### config.mk
export PLATFORM = sky130hd
export DESIGN_NAME = calendar_date_arithmetic
export DESIGN_NICKNAME = d
export VERILOG_FILES = /design/src/rtl/cda_pkg.sv /design/src/rtl/calendar_date_arithmetic.sv
export VERILOG_INCLUDE_DIRS = /design/src /design/src/rtl
export SDC_FILE = /design/constraint.sdc
export NUM_CORES = 1
export LEC_CHECK = 0
export BUFFER_PORTS_ARGS = -buffer_cell sky130_fd_sc_hd__buf_2
export CAP_MARGIN = 30
export CORE_MARGIN = 8
export CORE_UTILIZATION = 55
export CTS_CLUSTER_SIZE = 12
export DETAILED_ROUTE_END_ITERATION = 6
export PLACE_DENSITY_LB_ADDON = 0.12
export SLEW_MARGIN = 15
export SYNTH_ARGS = -nofsm -noshare
export SYNTH_HDL_FRONTEND = slang
export SYNTH_SLANG_ARGS = --single-unit
export TNS_END_PERCENT = 1
### constraint.sdc
create_clock -name clk_i -period 8.5 [get_ports clk_i]
set_clock_uncertainty 0.1 [all_clocks]
set_input_delay 0.85 -clock clk_i [delete_from_list [all_inputs] [get_ports clk_i]]
set_output_delay 0.85 -clock clk_i [all_outputs]
set_load 0.02 [all_outputs]
### src/rtl/calendar_date_arithmetic_assert.svh
// Assertion macros for the date block; the clock and reset are the block's own.
`ifndef CALENDAR_DATE_ARITHMETIC_ASSERT_SVH
`define CALENDAR_DATE_ARITHMETIC_ASSERT_SVH

`ifndef SYNTHESIS
`define CDA_ASSERT_ALWAYS(lbl, cond, msg) \
  lbl: assert property (@(posedge clk_i) disable iff (!rst_ni) (cond)) else $error(msg);
`define CDA_ASSERT_PROP(lbl, prop, msg) \
  lbl: assert property (@(posedge clk_i) disable iff (!rst_ni) prop) else $error(msg);
`else
`define CDA_ASSERT_ALWAYS(lbl, cond, msg)
`define CDA_ASSERT_PROP(lbl, prop, msg)
`endif

`endif

### src/rtl/cda_pkg.sv
package cda_pkg;

  localparam int STEP_BITS = 17;
  localparam int MIN_YEAR  = 1900;
  localparam int YEAR_W    = 16;
  localparam int YEAR_MAX  = (1 << YEAR_W) - 1;
  localparam int DAY_W     = 5;
  localparam int MONTH_W   = 4;
  localparam int FUNC_W    = 3;
  localparam int WDAY_W    = 3;
  localparam int MONTHS    = 12;
  localparam int LAST_DAY  = 31;

  // Gregorian cycle and its remainder register width
  localparam int ERA       = 400;
  localparam int ERA_W     = $clog2(ERA);
  localparam int MIN_R400  = MIN_YEAR % ERA;
  localparam int ERA_Q_W   = $clog2(YEAR_MAX / ERA + 1);
  // year / 400 as (year >> 4) / 25, the latter by a rounded-up reciprocal
  localparam int ERA_POW2  = 4;
  localparam int ERA_ODD   = ERA >> ERA_POW2;
  localparam int ERA_SHIFT = 17;
  localparam int ERA_RECIP = ((1 << ERA_SHIFT) + ERA_ODD - 1) / ERA_ODD;

  localparam logic [FUNC_W-1:0] FN_LOAD       = 3'd0;
  localparam logic [FUNC_W-1:0] FN_SET_DAY    = 3'd1;
  localparam logic [FUNC_W-1:0] FN_SET_MONTH  = 3'd2;
  localparam logic [FUNC_W-1:0] FN_SET_YEAR   = 3'd3;
  localparam logic [FUNC_W-1:0] FN_ADD_DAYS   = 3'd4;
  localparam logic [FUNC_W-1:0] FN_ADD_MONTHS = 3'd5;
  localparam logic [FUNC_W-1:0] FN_ADD_YEARS  = 3'd6;

  // leap test from the year modulo 400
  function automatic logic is_leap400(input logic [ERA_W-1:0] r);
    return (r[1:0] == 2'b00) && !(r == ERA_W'(100) || r == ERA_W'(200) || r == ERA_W'(300));
  endfunction

  function automatic logic [DAY_W-1:0] month_len(input logic [MONTH_W-1:0] m,
                                                 input logic leap);
    logic [DAY_W-1:0] len;
    case (m)
      4'd1, 4'd3, 4'd5, 4'd7, 4'd8, 4'd10, 4'd12: len = 5'd31;
      4'd4, 4'd6, 4'd9, 4'd11:                    len = 5'd30;
      4'd2:                                       len = leap ? 5'd29 : 5'd28;
      default:                                    len = 5'd0;
    endcase
    return len;
  endfunction

  function automatic logic date_ok(input logic [DAY_W-1:0] d, input logic [MONTH_W-1:0] m,
                                   input logic leap);
    return (m >= MONTH_W'(1)) && (m <= MONTH_W'(MONTHS)) && (d != '0) &&
           (d <= month_len(m, leap));
  endfunction

  // days from 1 March to the first of month m, year starting in March
  function automatic logic [8:0] doy_base(input logic [MONTH_W-1:0] m);
    logic [8:0] b;
    case (m)
      4'd3:    b = 9'd0;
      4'd4:    b = 9'd31;
      4'd5:    b = 9'd61;
      4'd6:    b = 9'd92;
      4'd7:    b = 9'd122;
      4'd8:    b = 9'd153;
      4'd9:    b = 9'd184;
      4'd10:   b = 9'd214;
      4'd11:   b = 9'd245;
      4'd12:   b = 9'd275;
      4'd1:    b = 9'd306;
      4'd2:    b = 9'd337;
      default: b = 9'd0;
    endcase
    return b;
  endfunction

  // modulo 7 by folding octal digits, since 8 is 1 mod 7
  function automatic logic [WDAY_W-1:0] mod7(input logic [9:0] v);
    logic [4:0] f1;
    logic [3:0] f2;
    f1 = 5'(v[2:0]) + 5'(v[5:3]) + 5'(v[8:6]) + 5'(v[9]);
    f2 = 4'(f1[2:0]) + 4'(f1[4:3]);
    if (f2 >= 4'd7) begin
      f2 = f2 - 4'd7;
    end
    return f2[2:0];
  endfunction

  // weekday, 0 Monday; the 400-year cycle is a whole number of weeks
  function automatic logic [WDAY_W-1:0] weekday_of(input logic [DAY_W-1:0] d,
                                                   input logic [MONTH_W-1:0] m,
                                                   input logic [ERA_W-1:0] r);
    logic [ERA_W-1:0] yoe;
    logic [1:0]       c100;
    logic [9:0]       s;
    if (m <= MONTH_W'(2)) begin
      yoe = (r == '0) ? ERA_W'(ERA - 1) : r - ERA_W'(1);
    end else begin
      yoe = r;
    end
    c100 = 2'(yoe >= ERA_W'(100)) + 2'(yoe >= ERA_W'(200)) + 2'(yoe >= ERA_W'(300));
    // 1 March of year 0 fell on a Wednesday
    s = 10'(yoe) + 10'(yoe[ERA_W-1:2]) - 10'(c100) + 10'(doy_base(m)) + 10'(d) + 10'd1;
    return mod7(s);
  endfunction

endpackage

### src/rtl/calendar_date_arithmetic.sv
// Gregorian date register with date arithmetic.
// Input channel (in_valid_i/in_ready_o) carries one operation word: func_i selects
// load, set day/month/year, add days, add months or add years; step_value_i is the
// signed count, new_* the date parts for load and set. Output channel
// (out_valid_o/out_ready_i) returns one word per operation: the stored date, its
// weekday (0 Monday) and ok, which is low when the operation was refused; the
// date is then left unchanged, but a refused load sets it to 1/1/1900.
// Each operation first reduces the year modulo 400 (a reciprocal multiply, then
// a multiply-subtract); add days then walks the date month by month, advancing
// one month per cycle, until the remaining step fits within the month.
// One operation is in flight at a time: in_ready_o is high only while idle, so
// a new word is not taken before the previous result has been handed to the
// output register.
// The output register holds a result until taken; a stalled receiver holds the
// next operation in its final cycle, and input acceptance resumes once it drains.
// Reset is asynchronous, active low, and sets the date to 1/1/1900 with no
// output word pending.
module calendar_date_arithmetic (
  input  logic                               clk_i,
  input  logic                               rst_ni,
  input  logic                               in_valid_i,
  output logic                               in_ready_o,
  input  logic [cda_pkg::FUNC_W-1:0]         func_i,
  input  logic signed [cda_pkg::STEP_BITS-1:0] step_value_i,
  input  logic [cda_pkg::DAY_W-1:0]          new_day_i,
  input  logic [cda_pkg::MONTH_W-1:0]        new_month_i,
  input  logic [cda_pkg::YEAR_W-1:0]         new_year_i,
  output logic                               out_valid_o,
  input  logic                               out_ready_i,
  output logic [cda_pkg::DAY_W-1:0]          cur_day_o,
  output logic [cda_pkg::MONTH_W-1:0]        cur_month_o,
  output logic [cda_pkg::YEAR_W-1:0]         cur_year_o,
  output logic [cda_pkg::WDAY_W-1:0]         weekday_o,
  output logic                               ok_o
);
  import cda_pkg::*;

  `include "calendar_date_arithmetic_assert.svh"

  localparam int SUM_W = ((STEP_BITS > YEAR_W + 1) ? STEP_BITS : YEAR_W + 1) + 1;
  localparam int REM_W = STEP_BITS + 1;
  localparam int DIV_P_W = ERA_SHIFT + ERA_Q_W;

  localparam logic [2:0] S_IDLE  = 3'd0;
  localparam logic [2:0] S_DIV   = 3'd1;
  localparam logic [2:0] S_CHECK = 3'd2;
  localparam logic [2:0] S_WALK  = 3'd3;
  localparam logic [2:0] S_WDAY  = 3'd4;

  logic [2:0]                  state_q;
  logic [FUNC_W-1:0]           func_q;
  logic signed [STEP_BITS-1:0] step_q;
  logic [DAY_W-1:0]            nd_q;
  logic [MONTH_W-1:0]          nm_q;
  logic [YEAR_W-1:0]           cy_q;
  logic                        cy_ok_q;
  logic [YEAR_W-1:0]           div_r_q;
  logic [ERA_Q_W-1:0]          div_q_q;
  logic                        div_cnt_q;

  // stored date and its year modulo 400
  logic [DAY_W-1:0]            sd_q;
  logic [MONTH_W-1:0]          sm_q;
  logic [YEAR_W-1:0]           sy_q;
  logic [ERA_W-1:0]            sr_q;

  // walk copy
  logic [DAY_W-1:0]            wd_q;
  logic [MONTH_W-1:0]          wm_q;
  logic [YEAR_W-1:0]           wy_q;
  logic [ERA_W-1:0]            wr_q;
  logic signed [STEP_BITS-1:0] rem_q;

  logic                        ok_q;
  logic                        out_valid_q;
  logic [DAY_W-1:0]            out_day_q;
  logic [MONTH_W-1:0]          out_month_q;
  logic [YEAR_W-1:0]           out_year_q;
  logic [WDAY_W-1:0]           out_wday_q;
  logic                        out_ok_q;

  // accept-time year candidate
  logic signed [SUM_W-1:0]     yr_sum;
  logic [YEAR_W-1:0]           cy_in;
  logic                        cy_ok_in;

  // year / 400 by reciprocal multiplication
  logic [DIV_P_W-1:0]          div_prod;
  logic [ERA_Q_W-1:0]          div_quo;

  // check stage
  logic [ERA_W-1:0]            div_rem;
  logic                        leap_c;
  logic signed [SUM_W-1:0]     m_sum;
  logic                        m_sum_ok;

  // walk stage
  logic                        w_leap;
  logic [DAY_W-1:0]            w_len;
  logic [DAY_W-1:0]            w_prev_len;
  logic signed [REM_W-1:0]     rem_x;
  logic signed [REM_W-1:0]     room_x;
  logic signed [REM_W-1:0]     rem_fwd;
  logic signed [REM_W-1:0]     rem_back;
  logic                        go_fwd;
  logic                        go_back;

  assign yr_sum = SUM_W'(signed'({1'b0, sy_q})) + SUM_W'(step_value_i);

  always_comb begin
    cy_in    = sy_q;
    cy_ok_in = 1'b1;
    case (func_i)
      FN_LOAD, FN_SET_YEAR: begin
        cy_in    = new_year_i;
        cy_ok_in = (32'(new_year_i) >= MIN_YEAR);
      end
      FN_ADD_YEARS: begin
        cy_in    = yr_sum[YEAR_W-1:0];
        cy_ok_in = (yr_sum >= MIN_YEAR) && (yr_sum <= YEAR_MAX);
      end
      default: begin
        cy_in    = sy_q;
        cy_ok_in = 1'b1;
      end
    endcase
  end

  assign div_prod = DIV_P_W'(cy_q[YEAR_W-1:ERA_POW2]) * DIV_P_W'(ERA_RECIP);
  assign div_quo  = div_prod[DIV_P_W-1:ERA_SHIFT];

  assign div_rem  = div_r_q[ERA_W-1:0];
  assign leap_c   = is_leap400(div_rem);
  assign m_sum    = SUM_W'(signed'({1'b0, sm_q})) + SUM_W'(step_q);
  assign m_sum_ok = (m_sum >= 1) && (m_sum <= MONTHS);

  assign w_leap     = is_leap400(wr_q);
  assign w_len      = month_len(wm_q, w_leap);
  assign w_prev_len = month_len(wm_q - MONTH_W'(1), w_leap);
  assign rem_x      = REM_W'(rem_q);
  assign room_x     = REM_W'(signed'({1'b0, w_len - wd_q}));
  assign rem_fwd    = rem_x - room_x - REM_W'(1);
  assign rem_back   = rem_x + REM_W'(signed'({1'b0, wd_q}));
  assign go_fwd     = !rem_q[STEP_BITS-1] && (rem_x > room_x);
  assign go_back    = rem_q[STEP_BITS-1] && (rem_back <= 0);

  assign in_ready_o = (state_q == S_IDLE);

  always_ff @(posedge clk_i or negedge rst_ni) begin
    if (!rst_ni) begin
      state_q     <= S_IDLE;
      sd_q        <= DAY_W'(1);
      sm_q        <= MONTH_W'(1);
      sy_q        <= YEAR_W'(MIN_YEAR);
      sr_q        <= ERA_W'(MIN_R400);
      ok_q        <= 1'b0;
      out_valid_q <= 1'b0;
      div_cnt_q   <= 1'b0;
    end else begin
      if (out_valid_q && out_ready_i) begin
        out_valid_q <= 1'b0;
      end
      case (state_q)
        S_IDLE: begin
          if (in_valid_i) begin
            func_q    <= func_i;
            step_q    <= step_value_i;
            nd_q      <= new_day_i;
            nm_q      <= new_month_i;
            cy_q      <= cy_in;
            cy_ok_q   <= cy_ok_in;
            div_cnt_q <= 1'b1;
            state_q   <= S_DIV;
          end
        end
        S_DIV: begin
          // take the quotient first, then the remainder from it
          if (div_cnt_q) begin
            div_q_q   <= div_quo;
            div_cnt_q <= 1'b0;
          end else begin
            div_r_q <= cy_q - YEAR_W'(div_q_q) * YEAR_W'(ERA);
            state_q <= S_CHECK;
          end
        end
        S_CHECK: begin
          ok_q    <= 1'b0;
          state_q <= S_WDAY;
          case (func_q)
            FN_LOAD: begin
              if (cy_ok_q && date_ok(nd_q, nm_q, leap_c)) begin
                sd_q <= nd_q;
                sm_q <= nm_q;
                sy_q <= cy_q;
                sr_q <= div_rem;
                ok_q <= 1'b1;
              end else begin
                sd_q <= DAY_W'(1);
                sm_q <= MONTH_W'(1);
                sy_q <= YEAR_W'(MIN_YEAR);
                sr_q <= ERA_W'(MIN_R400);
              end
            end
            FN_SET_DAY: begin
              if (date_ok(nd_q, sm_q, leap_c)) begin
                sd_q <= nd_q;
                ok_q <= 1'b1;
              end
            end
            FN_SET_MONTH: begin
              if (date_ok(sd_q, nm_q, leap_c)) begin
                sm_q <= nm_q;
                ok_q <= 1'b1;
              end
            end
            FN_SET_YEAR, FN_ADD_YEARS: begin
              if (cy_ok_q && date_ok(sd_q, sm_q, leap_c)) begin
                sy_q <= cy_q;
                sr_q <= div_rem;
                ok_q <= 1'b1;
              end
            end
            FN_ADD_MONTHS: begin
              if (m_sum_ok && date_ok(sd_q, m_sum[MONTH_W-1:0], leap_c)) begin
                sm_q <= m_sum[MONTH_W-1:0];
                ok_q <= 1'b1;
              end
            end
            FN_ADD_DAYS: begin
              wd_q    <= sd_q;
              wm_q    <= sm_q;
              wy_q    <= sy_q;
              wr_q    <= div_rem;
              rem_q   <= step_q;
              state_q <= S_WALK;
            end
            default: begin
              ok_q <= 1'b0;
            end
          endcase
        end
        S_WALK: begin
          if (go_fwd) begin
            rem_q <= rem_fwd[STEP_BITS-1:0];
            wd_q  <= DAY_W'(1);
            if (wm_q == MONTH_W'(MONTHS)) begin
              if (32'(wy_q) == YEAR_MAX) begin
                // past the last representable day: drop the walk
                state_q <= S_WDAY;
              end else begin
                wm_q <= MONTH_W'(1);
                wy_q <= wy_q + YEAR_W'(1);
                wr_q <= (wr_q == ERA_W'(ERA - 1)) ? '0 : wr_q + ERA_W'(1);
              end
            end else begin
              wm_q <= wm_q + MONTH_W'(1);
            end
          end else if (go_back) begin
            rem_q <= rem_back[STEP_BITS-1:0];
            if (wm_q == MONTH_W'(1)) begin
              if (32'(wy_q) == MIN_YEAR) begin
                state_q <= S_WDAY;
              end else begin
                wm_q <= MONTH_W'(MONTHS);
                wd_q <= DAY_W'(LAST_DAY);
                wy_q <= wy_q - YEAR_W'(1);
                wr_q <= (wr_q == '0) ? ERA_W'(ERA - 1) : wr_q - ERA_W'(1);
              end
            end else begin
              wm_q <= wm_q - MONTH_W'(1);
              wd_q <= w_prev_len;
            end
          end else begin
            // remainder fits in this month: commit
            sd_q    <= wd_q + rem_q[DAY_W-1:0];
            sm_q    <= wm_q;
            sy_q    <= wy_q;
            sr_q    <= wr_q;
            ok_q    <= 1'b1;
            state_q <= S_WDAY;
          end
        end
        S_WDAY: begin
          if (!out_valid_q || out_ready_i) begin
            out_valid_q <= 1'b1;
            state_q     <= S_IDLE;
          end
        end
        default: begin
          state_q <= S_IDLE;
        end
      endcase
    end
  end

  always_ff @(posedge clk_i) begin
    if (state_q == S_WDAY && (!out_valid_q || out_ready_i)) begin
      out_day_q   <= sd_q;
      out_month_q <= sm_q;
      out_year_q  <= sy_q;
      out_wday_q  <= weekday_of(sd_q, sm_q, sr_q);
      out_ok_q    <= ok_q;
    end
  end

  assign out_valid_o = out_valid_q;
  assign cur_day_o   = out_day_q;
  assign cur_month_o = out_month_q;
  assign cur_year_o  = out_year_q;
  assign weekday_o   = out_wday_q;
  assign ok_o        = out_ok_q;

  `CDA_ASSERT_ALWAYS(a_stored_date_valid, date_ok(sd_q, sm_q, is_leap400(sr_q)) && (32'(sy_q) >= MIN_YEAR), "stored date is not a valid date")
  `CDA_ASSERT_PROP(a_busy_after_accept, (in_valid_i && in_ready_o) |=> !in_ready_o, "input taken while an operation is in flight")
  `CDA_ASSERT_PROP(a_div_remainder, (state_q == S_CHECK) |-> (div_r_q < YEAR_W'(ERA)), "year remainder not reduced below 400")
  `CDA_ASSERT_PROP(a_weekday_range, out_valid_o |-> (weekday_o < WDAY_W'(7)), "weekday out of range")

endmodule
## Yosys cells after proc, flatten, opt, wreduce, memory -nomap -nowiden

Memory sizes are Yosys's and may differ from the RTL's.
Cells that the tools add are included.

| storage, ports and cells | value |
|---|---|
| logic and storage cells | 363 |
| memory bits (read-only) | 144 |
| bits in registers | 183 |
| memories kept | 1 |
| input port bits | 49 |

| operators by class | value |
|---|---|
| reductions and logical operators | 69 |
| equality and inequality tests | 104 |
| $lt $le $gt $ge | 23 |
| bitwise logic cells | 1 |
| add/subtract/negate cells | 27 |
| multiply operators | 2 |
| mux-type cells | 110 |

Memories:

| name | words | bits a word | rd ports | clocked after memory_dff | wr ports | RTL line | source |
|---|---|---|---|---|---|---|---|
| (no name shown) | 16 | 9 | 1 | 0 | 0 | cda_pkg.sv:59 | `case (m)` |

Operators with widths:

| operator | count |
|---|---|
| $mux W16 | 11 |
| $mux W9 | 17 |
| $pmux W16 S2 | 4 |
| $eq A4 B4 Y1 const B | 25 |
| $mux W5 | 19 |
| $eq A4 B3 Y1 const B | 20 |
| $pmux W5 S3 | 5 |
| $pmux W9 S2 | 3 |
| $mux W17 | 3 |
| $mux W4 | 12 |
| $eq A4 B2 Y1 const B | 10 |
| $reduce_or A7 Y1 | 5 |
| $pmux W17 S2 | 1 |
| $mux W3 | 11 |
| $ne A3 B3 Y1 const B | 10 |
| $pmux W5 S2 | 3 |
| $eq A9 B9 Y1 const B | 3 |
| $le A5 B5 Y1 | 5 |
| $mul A12 B13 Y25 const B | 1 |
| $logic_and A1 B1 Y1 | 24 |
| $eq A4 B1 Y1 const B | 5 |
| $reduce_or A4 Y1 | 5 |
| $add A17 B17 Y18 | 1 |
| $add A17 B6 Y18 | 1 |
| other kinds (73) | 132 |

## Longest topological paths before layout

| depth | value |
|---|---|
| word-level depth | 17 |
| depth in mapped cells | 39 |

## Least setup slack after synthesis

No wires, ideal clock.

| timing | value |
|---|---|
| kind | register -> register |
| start | register sm_q[1] |
| end | register out_wday_q[1] (netlist: weekday_o[1]) (data pin) |
| path slack | 53 ps |
| data required time | 8,131 ps |
| stages on the path, launching flop included | 38 |
| path buffers | 0 |
| data arrival time | 8,078 ps |
| library setup time | 269 ps |
| clock period less this slack | 8,447 ps |
| path through | dfrtp_1 a211o_1 nor3_1 nand2_1 nor3_1 xnor2_1 or2_1 inv_1 o31a_1 fa_1 mux2_2 fa_1 inv_1 fa_1 ha_1 fa_1 a21oi_1 nor2_1 (+2 left out) a21oi_1 o21bai_1 a21oi_1 xnor2_1 fa_1 inv_1 ha_1 fa_1 a21o_1 and2_1 inv_1 fa_1 inv_1 ha_1 a21oi_1 a21oi_1 a221oi_1 o21ai_0 |

| on the way | value |
|---|---|
| cells in the longest elaborated chain, start to end | 16 |

RTL lines:

| item | RTL line | source |
|---|---|---|
| start: declaration | calendar_date_arithmetic.sv:63 | `logic [MONTH_W-1:0] sm_q;` |
| start signal: assignment | calendar_date_arithmetic.sv:193 | `sm_q <= nm_q;` |
| start signal: assignment | calendar_date_arithmetic.sv:212 | `sm_q <= nm_q;` |
| start signal: assignment | calendar_date_arithmetic.sv:225 | `sm_q <= m_sum[MONTH_W-1:0];` |
| $le A4 B2 Y1 | cda_pkg.sv:96 | `if (m <= MONTH_W'(2)) begin` |
| $mux W9 | cda_pkg.sv:96 |  |
| $mux W9 | calendar_date_arithmetic.sv:297 | `if (state_q == S_WDAY && (!out_valid_q \|\| out_ready_i)) begin` |
| $ge A9 B7 Y1 or $ge A9 B8 Y1 (tied branches) | cda_pkg.sv:101 | `c100 = 2'(yoe >= ERA_W'(100)) + 2'(yoe >= ERA_W'(200)) + 2'(yoe >= ERA_W'(300));` |
| $add A1 B1 Y2 | cda_pkg.sv:101 |  |
| $add A2 B1 Y2 | cda_pkg.sv:101 |  |
| $sub A10 B2 Y10 | cda_pkg.sv:103 | `s = 10'(yoe) + 10'(yoe[ERA_W-1:2]) - 10'(c100) + 10'(doy_base(m)) + 10'(d) + 10'd1;` |
| $add A10 B9 Y10 * | cda_pkg.sv:103 |  |
| $add A10 B5 Y10 * | cda_pkg.sv:103 |  |
| $add A10 B1 Y10 * | cda_pkg.sv:103 |  |
| $add A3 B3 Y4 | cda_pkg.sv:81 | `f1 = 5'(v[2:0]) + 5'(v[5:3]) + 5'(v[8:6]) + 5'(v[9]);` |
| $add A4 B3 Y5 | cda_pkg.sv:81 |  |
| $add A5 B1 Y5 * | cda_pkg.sv:81 |  |
| $add A3 B2 Y4 * | cda_pkg.sv:82 | `f2 = 4'(f1[2:0]) + 4'(f1[4:3]);` |
| $ge A4 B3 Y1 or $sub A3 B3 Y3 (tied branches) | cda_pkg.sv:83, cda_pkg.sv:84 |  |
| $mux W3 * | cda_pkg.sv:83 | `if (f2 >= 4'd7) begin` |
| end signal: assignment | calendar_date_arithmetic.sv:301 | `out_wday_q <= weekday_of(sd_q, sm_q, sr_q);` |
| end: declaration | calendar_date_arithmetic.sv:79 | `logic [WDAY_W-1:0] out_wday_q;` |

Every way passes the cells marked *; elsewhere a longest branch is shown, timed or not. The select of a mux whose other input is x is not followed.
A chain may end at the register's enable or synchronous reset.

## Final worst setup path

| timing | value |
|---|---|
| start | register sm_q[0] |
| end | register out_wday_q[1] (netlist: weekday_o[1]) (data pin) |

The elaborated chain is that of the path after synthesis.

==> flow_metrics.py <==
metrics = {
    "outcome": {
        "run_status": "complete, no violations",
    },
    "detailed_routing": {
        "ant_nets": 0,
        "drt_pre_antenna_iters": 5,
        "detail_route.wl_per_cell_um": 19.69,
        "vias_per_cell": 6.033,
        "first_iter_violations": 911,
        "drc_errors": 0,
        "detailroute.via_count": 13190,
        "route.final.wire_length_um": 43040,
    },
    "global_route": {
        "first_pass_grt_wire_length_um": 69090,
        "grt_pass1_vias": 13080,
        "grt_overflow": 0,
        "grt_antenna_before_repair": 0,
        "maximum_number_of_pins_on_one_net_before_global_route_repair": 74,
        "grtUsageTotal": 0.2415,
    },
    "die": {
        "die_area_um2": 35660,
        "dieWidth_um": 188.8,
        "placement_rows": 63,
        "ios": 80,
        "initial_core_utilization": 0.5559,
        "fp.coreArea_um2": 29560,
        "die_y_um": 188.8,
    },
    "synthesis": {
        "yosys_register_bits": 180,
        "seq_area_frac_synth": 0.3177,
        "yosysTopAreaCell": "sky130_fd_sc_hd__edfxtp_1",
        "postSynthNetCount": 2011,
        "synth_edf_count": 140,
        "yosysWarnings": 0,
        "post_synth_inst_count": 1698,
        "synth.cells.most_frequent": "sky130_fd_sc_hd__ha_1 (193), sky130_fd_sc_hd__inv_1 (171), sky130_fd_sc_hd__nand2_1 (141)",
        "synth_top_family_by_area": "adder cells",
        "avgSynthCellArea_um2": 9.677,
        "synth_compound_gate_area_share": 0.1715,
        "post_synth_xor_area_fraction": 0.05277,
        "synth-main-ff-cell": "sky130_fd_sc_hd__edfxtp_1",
        "synthMostInstantiatedCell": "sky130_fd_sc_hd__ha_1",
        "synth_area_leaders": "sky130_fd_sc_hd__edfxtp_1 (26%), sky130_fd_sc_hd__ha_1 (15%), sky130_fd_sc_hd__fa_1 (8.6%), sky130_fd_sc_hd__dfrtp_1 (4.1%), sky130_fd_sc_hd__inv_1 (3.9%)",
        "synth.lib_cells_used.distinct": 100,
        "simple_logic_cell_fraction_of_the_synthesized_area": 0.1392,
        "postSynth.asyncResetShare": 0.2222,
        "synth_top_area_share": 0.2558,
        "synthAdderAreaFrac": 0.2335,
        "synthMuxAreaShare": 0.02962,
        "syn-cell-area_um2": 16430,
    },
    "placement": {
        "half_perimeter_wire_length_after_placement_um": 33180,
        "routability_congestion_estimate_from_global_placement": 0.9037,
        "place.port_buffers": 79,
        "dpl-instance-area_um2": 17320,
    },
    "clock_network": {
        "cts_tree": "built",
        "clk_pin_slew_ns": 0.07,
        "cts_buffer_depth": 2,
        "clockRootBuffer": "sky130_fd_sc_hd__clkbuf_16",
        "cts_max_level": 4,
        "clkLatencyLatePin_ns": 0.45,
        "tritoncts_num_sinks": 180,
        "cts-buffers-inserted": 17,
    },
    "worst_setup_path": {
        "setup.worst_path.start": "sm_q[0]",
        "cp_data_required_time_ns": 8.58,
        "timing.critical_path.slowest_cell_delay_ns": 0.52,
        "worst-path-max-fanout": 4,
        "critical_path.endpoint_type": "flip-flop",
        "worst_path_dominant_cell_family": "adder cells",
        "worstPathArrival_ns": 8.58,
        "cpMostUsedCell": "sky130_fd_sc_hd__buf_4",
        "reg2reg_from": "sm_q[0]",
        "worstSetupStartpointType": "flip-flop",
        "path_buf_inv": 12,
        "criticalPathCategory": "flip-flop to flip-flop",
        "cp_max_delay_cell": "sky130_fd_sc_hd__fa_1",
    },
    "layout": {
        "relative_area_change_from_synthesis_to_final_layout_pct": 10.74,
        "antenna_cells_inserted": 0,
        "design.final.nets": 2096,
        "postLayoutCellArea_um2": 18200,
        "share_of_final_layout_standard_cells_stronger_than_drive_strength_1": 0.1381,
    },
    "sta": {
        "hold_viol": 0,
        "total_negative_setup_slacks_ns": 0,
        "worst_slew_slack_as_a_fraction_of_its_limit": 0.4382,
        "final_min_period_over_clock_period": 1.000,
        "clock.fmax_ghz": 0.1177,
        "tightest_slew_ns": 0.8396,
        "setup_viol": 0,
        "fin_crit_ns": 8.500,
        "rsz0062_at_grt": "true",
        "slew_limit_fails": 0,
        "final.hold.worst_slack_ns": 0.3681,
    },
    "min_path": {
        "min_path_type": "flip-flop to flip-flop",
        "worst_hold_startpoint": "cy_q[0]",
    },
    "job": {
        "timing.max_cap.violations": 0,
    },
}
-- layer usage --
metal	wire, um	GRT usage	part of all wire
met2	20130	0.3935	0.47
met3	2657	0.04288	0.062
met1	19160	0.3210	0.45
met5	0	0	0
met4	1086	0.07998	0.025
-- state kept, by name (all words and copies together), names as in the netlist, 5 cells and up --
| name | flops |
|---|---|
| sr_q | 9 |
| wy_q | 16 |
| nd_q | 5 |
| cur_year_o | 16 |
| cy_q | 16 |
| wr_q | 9 |
| wd_q | 5 |
| cur_day_o | 5 |
| sd_q | 5 |
| rem_q | 17 |
| div_r_q | 9 |
| sy_q | 16 |
| step_q | 17 |
| div_q_q | 5 |
-- placed cells by master, fill, tap and decap left out, types with 16 or more instances in the layout --
master / netlist / routed
sky130_fd_sc_hd__a21oi_1: 94 / 86
sky130_fd_sc_hd__and3_1: 19 / 18
sky130_fd_sc_hd__o21ai_1: 32 / 34
sky130_fd_sc_hd__xor2_1: 37 / 37
sky130_fd_sc_hd__inv_1: 171 / 166
sky130_fd_sc_hd__fa_1: 71 / 68
sky130_fd_sc_hd__dfrtp_1: 27 / 26
sky130_fd_sc_hd__edfxtp_1: 140 / 140
sky130_fd_sc_hd__o22ai_1: 16 / 16
sky130_fd_sc_hd__nand4_1: 22 / 22
sky130_fd_sc_hd__mux2i_1: 25 / 25
sky130_fd_sc_hd__nand3_1: 38 / 38
sky130_fd_sc_hd__a22oi_1: 33 / 33
sky130_fd_sc_hd__nor2_1: 92 / 91
sky130_fd_sc_hd__buf_4: 3 / 44
sky130_fd_sc_hd__buf_2: 12 / 79
sky130_fd_sc_hd__xnor2_1: 62 / 61
sky130_fd_sc_hd__nor3_1: 31 / 29
sky130_fd_sc_hd__ha_1: 193 / 187
sky130_fd_sc_hd__nand2_1: 141 / 139
sky130_fd_sc_hd__clkbuf_16: 0 / 17
sky130_fd_sc_hd__a21o_1: 22 / 22
sky130_fd_sc_hd__o21ai_0: 83 / 80
-- through the flow --
step                      setup slack, ns  utilization  instances
final                           0.0003944       0.6156       2186
after global routing              -0.3040       0.6156       2186
after CTS                        0.001302       0.6112       2179
after detailed placement          -0.4326       0.5858       2137
after global placement           -0.04469       0.5839       2134
after floorplan                   0.05269            -       1698
-- final timing paths --
kind	depth (start not counted)	slack (ns)	end
setup reg to reg	39	0.0004	weekday_o[1]
max in group asynchronous	2	7.42	sr_q[4]
setup / recovery	39	0.0004	weekday_o[1]
hold reg to reg	0	0.37	div_r_q[0]
min in group asynchronous	2	0.40	sy_q[12]
hold / removal	0	0.37	div_r_q[0]
-- logic make-up (layout without fill, tap and decap cells) --
logic type                 count (synthesis)  count (layout)
buffers and inverters                    231             329
adders and majority gates                264             264
xor gates and xnor gates                  99              99
AOI/OAI and AO/OA                        426             426
DFF                                      180             180
and+or+nand+nor                          454             454
muxes                                     44              44
-- worst reg2reg max path, delay by kind of cell (launching register included) --
family                     cells  cell delay [ns]
muxes                          1             0.28
adders and majority gates     10             3.80
AOI/OAI and AO/OA             11             2.11
xor gates and xnor gates       2             0.27
and+or+nand+nor                3             0.22
buffers and inverters         12             1.09
DFF                            1             0.37
-- cell type report --
type / instances / area [um^2]
clock buffers: 18 / 429.2
well taps: 390 / 488.0
flip-flops and latches: 180 / 5223
repair buffers: 125 / 773.2
fillers: 2552 / 11360
multi-input cells: 1287 / 10490
inverters: 172 / 645.6
clock inverters: 14 / 151.4
-- timing repair --
item                                    in CTS  in global routing
pin swaps                                   25                 28
buffers inserted                            10                  7
resized for setup                           23                 19
endpoints found under the setup margin       3                  3
hold buffers                                 0                  0
Power is not shown: default switching activity piles up to over one toggle a cycle in this logic, so the estimate is an artifact.
